[src/rtl/bfpa_pkg.sv]
// Shared constants and types for the best-fit page allocator.
package bfpa_pkg;
   localparam int HEAP_PAGES = 1024;
   localparam int MAX_ALLOCS = 1024;
   localparam int PAGE_W = $clog2(HEAP_PAGES);
   localparam int CNT_W = $clog2(HEAP_PAGES + 1);
   localparam int IDX_W = $clog2(MAX_ALLOCS);
   localparam int ENT_W = $clog2(MAX_ALLOCS + 1);
   localparam int PAGE_SHIFT = 12;

   localparam logic [2:0] OUT_OK = 3'd0;
   localparam logic [2:0] OUT_NO_RUN = 3'd1;
   localparam logic [2:0] OUT_TABLE_FULL = 3'd2;
   localparam logic [2:0] OUT_NOT_FOUND = 3'd3;
   localparam logic [2:0] OUT_ZERO_SIZE = 3'd4;

   typedef enum logic [9:0] {
      ST_IDLE   = 10'b0000000001,
      ST_SCAN   = 10'b0000000010,
      ST_MARK   = 10'b0000000100,
      ST_FIND   = 10'b0000001000,
      ST_FWAIT  = 10'b0000010000,
      ST_SHIFT  = 10'b0000100000,
      ST_SWAIT  = 10'b0001000000,
      ST_CLEAR  = 10'b0010000000,
      ST_RESP   = 10'b0100000000,
      ST_APPEND = 10'b1000000000
   } state_type;
endpackage

[src/rtl/bfpa_bitmap.sv]
// Used-page bitmap memory with a registered read port and a clearing pass after reset.
module bfpa_bitmap import bfpa_pkg::*; (
   input  logic              clock,
   input  logic              reset,
   input  logic [PAGE_W-1:0] rd_page,
   output logic              rd_used,
   input  logic              wr_en,
   input  logic [PAGE_W-1:0] wr_page,
   input  logic              wr_used,
   output logic              busy
);
   logic              mem [HEAP_PAGES];
   logic              rd_used_ff;
   logic [PAGE_W-1:0] clr_ff;
   logic              busy_ff;

   // After reset every page is written free, one page per cycle.
   always_ff @(posedge clock) begin
      if (reset) begin
         clr_ff <= '0;
         busy_ff <= 1'b1;
      end else if (busy_ff) begin
         clr_ff <= clr_ff + 1'b1;
         if (clr_ff == PAGE_W'(HEAP_PAGES - 1)) busy_ff <= 1'b0;
      end
   end

   always_ff @(posedge clock) begin
      if (busy_ff) begin
         mem[clr_ff] <= 1'b0;
      end else if (wr_en) begin
         mem[wr_page] <= wr_used;
      end
      rd_used_ff <= mem[rd_page];
   end

   assign rd_used = rd_used_ff;
   assign busy = busy_ff;
endmodule

[config.mk]
export PLATFORM = sky130hd
export DESIGN_NAME = bfpa_bitmap
export DESIGN_NICKNAME = d
export VERILOG_FILES = /design/src/rtl/bfpa_pkg.sv /design/src/rtl/bfpa_bitmap.sv
export SDC_FILE = /design/constraint.sdc
export NUM_CORES = 1
export LEC_CHECK = 0
export ABC_AREA = 1
export ABC_CLOCK_PERIOD_IN_PS = 31300
export BUFFER_PORTS_ARGS = -buffer_cell sky130_fd_sc_hd__clkbuf_2
export CORE_UTILIZATION = 35
export DETAILED_ROUTE_END_ITERATION = 6
export GPL_ROUTABILITY_DRIVEN = 0
export GPL_TIMING_DRIVEN = 0
export PLACE_DENSITY_LB_ADDON = 0.05
export SYNTH_ARGS = -nofsm -noshare
export SYNTH_HDL_FRONTEND = slang
export SYNTH_SLANG_ARGS = --single-unit
[constraint.sdc]
create_clock -name clock -period 31.3 [get_ports clock]
set_input_delay 3.13 -clock clock [delete_from_list [all_inputs] [get_ports clock]]
set_output_delay 3.13 -clock clock [all_outputs]
set_load 0.02 [all_outputs]
======== Word level (Yosys, flattened, before mapping) ========
Memories as Yosys holds them, arrays and structs flattened. A register that Yosys moved wholly into a read port is not among the register bits.
Index checks and enable logic that the tools add are counted.
word-level totals
  memory bits (read-only) ................. 0
  register bits ........................... 11
  bits of input ports ..................... 24
  bits in writable memories ............... 1,024
  output and inout bits ................... 2
  memories ................................ 1
  latch bits .............................. 0
memories
  memory  words  bits a word  rd ports  clocked after Yosys merged registers in  wr ports  RTL line           source
  mem     1,024  1            1         1                                        1         bfpa_bitmap.sv:12  logic mem [HEAP_PAGES];
cells by class
  bitwise operators ....................... 0
  muxes and demuxes ....................... 10
  add/sub/neg operators ................... 1
  shift operators ......................... 0
  divide/modulo/power cells ............... 0
  reduce and logical (&&, ||, !) cells .... 1
  multiply operators ...................... 0
  order comparisons ....................... 0
  eq/ne operators ......................... 1
operators by type and width
  cell                                                             count
  10-bit by 1-bit adder with 10-bit output, second input constant  1
  10-bit equality test, second input constant                      1
  10-bit 2-to-1 mux                                                1
  1-bit 2-to-1 mux                                                 9
  1-bit OR reduction                                               1

======== Logic depth before layout (Yosys ltp) ========
  word-level depth ........................ 5
  gate-level depth with buffers ........... 16

======== Least setup slack after synthesis ========
OpenSTA, ideal clock, no wires.
  kind .................................... input to register
  start point ............................. input port wr_en
  end point ............................... memory mem[0] (data pin)
  data arrival time ....................... 26,989 ps
  cell stages on the path ................. 3
  setup slack ............................. -677 ps
  library setup time ...................... 4,988 ps
  required time ........................... 26,312 ps
  cells stage by stage .................... nand2_4 > buf_6 > nor2_1
between the ends
  longest elaborated chain between the ends .. 5
RTL lines
  element                                 RTL line           source
  start: declaration                      bfpa_bitmap.sv:7   input logic wr_en,
  1-bit 2-to-1 mux                        bfpa_bitmap.sv:31  end else if (wr_en) begin
  1-bit 2-to-1 mux                        bfpa_bitmap.sv:29  if (busy_ff) begin
  1-bit 2-to-1 mux (implied by the code)  bfpa_bitmap.sv:32  mem[wr_page] <= wr_used;
  1-bit OR reduction (no source line)     n/a
  1-bit 2-to-1 mux (no source line)       n/a
  end: declaration                        bfpa_bitmap.sv:12
Every way passes these cells.

==> out/results.ini <==
[cells_and_area]
design_area_um2 = 53800
final_nets = 4988
drive_gt1_share_pct = 9.49
syn2layout_area_growth_pct = 14.9
fin_cells = 6815
fillers = 13400
final_core_util_pct = 40.7

[synthesis]
yosysMostFrequentCell = nand2_1
ys_warn_count = 0
synth.area.top_cells = edfxtp_1 (66%), nand3_1 (11%), nand2_1 (8.9%)
ys_top_cells_by_count = nand2_1 (1,106), nand3_1 (1,032), nor2_1 (1,026), edfxtp_1 (1,024), clkbuf_1 (200)
syn_inst = 4781
synth.top_cell.area_share_pct = 65.6
syn_area_um2 = 46800
syn_avg_cell_area_um2 = 9.80
synth_top_area_cell = edfxtp_1
ys_seq_area_share_pct = 66.2
synth_edf_count = 1024
synthFlopType = edfxtp_1
synth_nets = 4806
ys_ff_latch = 1036
synth.distinct_cells = 27
synthArstFlopShare_pct = 0

[sta]
hold_violations = 0
setup_ws_ns = 24.76
rsz0062_at_grt = no
worst_pin_slew_ns = 1.58
finalCritPeriodShare_pct = 20.9
setup_viol = 0
hold_ws_ns = 0.529
clock.fmax_mhz = 153
fin_crit_ns = 6.54
skew_ns = 0.0302
drv_slew = 77
slew_headroom_pct = -5.19

[floorplanning]
dieArea_um2 = 135000
fp-row-count = 133
dieWidth_um = 368
core_um2 = 132000
die_height_um = 368
pin_count = 26
initial_core_util_pct = 35.5

[global_routing]
grt_first_pass_wirelength_mm = 308
antenna_found_initial = 27
met3_usage_pct = 7.22
track_usage_pct = 33.7
met1_usage_pct = 47.5
top_usage_layer = met2
grt_overflow = 0
grt_max_degree = 47
met2_usage_pct = 49.8
first_global_vias = 35300

[cts]
clkSlewWorstSetupHoldPaths_ns = 0.06
cts_tree = built
post-cts-setup-buffer-count = 0
clk-insertion-delay-late_ns = 0.80
cts_buffers = 130
htreeDepth = 4
clock-sinks = 1036
root_buffer = clkbuf_16
ctsHoldBuffers = 0
cts_resized = 0
clock_path_buffers = 3

[route]
via_per_inst = 5.76
vias = 39300
drc = 0
drtPass1Iterations = 6
drt_wl_total_mm = 230
wl_per_cell_um = 33.8
drtIter0Drc = 6458
ant_nets = 0

[run]
cap_violations = 7

[critical_path]
critPathMaxFanout = 10
crit_slowest_cell = clkbuf_1
crit_chain = clkbuf_2 > clkbuf_1 > clkbuf_1 > nand3_1 > nand3_1 > nand3_1 > nand3_1 > nand2_1 > nand2_1 > nand3_1 > nand3_1 > nand2_1
worst_ep_required_time_ns = 31.91
start_kind = primary input
cp_slowest_stage_delay_ns = 1.18
cpMostUsedCell = nand3_1
worst-endpoint-arrival_ns = 7.16
crit_type = in2reg
end_kind = register

[worst_hold_path]
hp-class = reg2reg

[placement]
placed_area_um2 = 49800
place_ws_ns = 24.15
placed_cells = 6585
dp_hpwl_mm = 149
port_buffers = 20

[power]
peakVddDrop_v = 0.0000598
p_leak_nw = 17.4
powerDensity_nw_per_um2 = 59.4

[run_status]
run_status = complete, but fails checks
violations = capacitance limit, slew limit

-- final cells by class --
| class | count | area [µm²] | area share (%) |
|---|---|---|---|
| Clock inverter | 49 | 392 | 0.728 |
| Inverter | 69 | 259 | 0.481 |
| Antenna cell | 4 | 10.0 | 0.0186 |
| Sequential cell | 1036 | 31000 | 57.6 |
| Multi-Input combinational cell | 3257 | 13800 | 25.6 |
| Clock buffer | 176 | 3590 | 6.68 |
| Tap cell | 1755 | 2200 | 4.08 |
| Buffer | 419 | 1870 | 3.48 |
| Timing Repair Buffer | 50 | 731 | 1.36 |
-- sequential cells by signal, indices dropped and copies added, names as in the netlist --
signal   cells
mem       1024
clr_ff      10
busy         1
rd_used      1
-- critical path, delay by kind of cell --
family / cells / cell delay, ns
buf+inv: 3 / 2.31
simple gates: 9 / 1.67
-- cell families after synthesis --
logic type	share of synthesized area (%)
AND/OR/NAND/NOR	29.0
buffers and inverters	4.44
AO/OA/AOI/OAI	0.393
flip-flops	66.2
adder cells (fa/ha/maj)	0.0267
-- where the power goes --
part           internal [mW]  leakage (nW)  switching, mW  total, mW
clock network          0.849          1.94          0.623       1.47
logic                 0.0459          8.15          0.179      0.225
registers               1.50          7.32       0.000349       1.50
total                   2.40          17.4          0.802       3.20
-- layer usage --
layer / vias up / part of all wire (%) / routed length [µm]
met3: 422 / 11 / 24200
li1: 16500 / - / -
met2: 2379 / 43 / 99200
met4: 4 / 4.7 / 10900
met1: 19900 / 42 / 96100
met5: - / 0.010 / 23
-- path summary, 6_finish.rpt --
| kind | start | depth (start not counted) | slack, ns | to |
|---|---|---|---|---|
| max reg2reg | busy$_SDFF_PP1_ | 9 | 27.34 | mem[897]$_DFFE_PP_ |
| min | clr_ff[3]$_SDFFE_PP0P_ | 2 | 0.53 | clr_ff[3]$_SDFFE_PP0P_ |
| min reg2reg | clr_ff[3]$_SDFFE_PP0P_ | 2 | 0.53 | clr_ff[3]$_SDFFE_PP0P_ |
| max | rd_page[3] | 12 | 24.76 | rd_used$_DFF_P_ |
-- metrics by stage --
stage | TNS (ns) | power, mW
detailed placement | 0 | 1.75
global route | 0 | 3.25
CTS | 0 | 3.19
floorplan | 0 | 1.64
global placement | -5049.45 | 1.75
finish | 0 | 3.20
-- cells in the final DEF, fill, tap and decap left out, drive strengths merged --
| master | n |
|---|---|
| or2 | 2 |
| nor2 | 1065 |
| a21oi | 9 |
| nand2 | 1110 |
| clkinv | 39 |
| nor3 | 16 |
| nand3 | 1034 |
| clkbuf | 396 |
| diode | 4 |
| ha | 1 |
| clkinvlp | 1 |
| dfxtp | 12 |
| inv | 72 |
| nand4 | 2 |
| bufinv | 6 |
| buf | 249 |
| o21ai | 18 |
| edfxtp | 1024 |
Power figures use the tool's default switching activity.
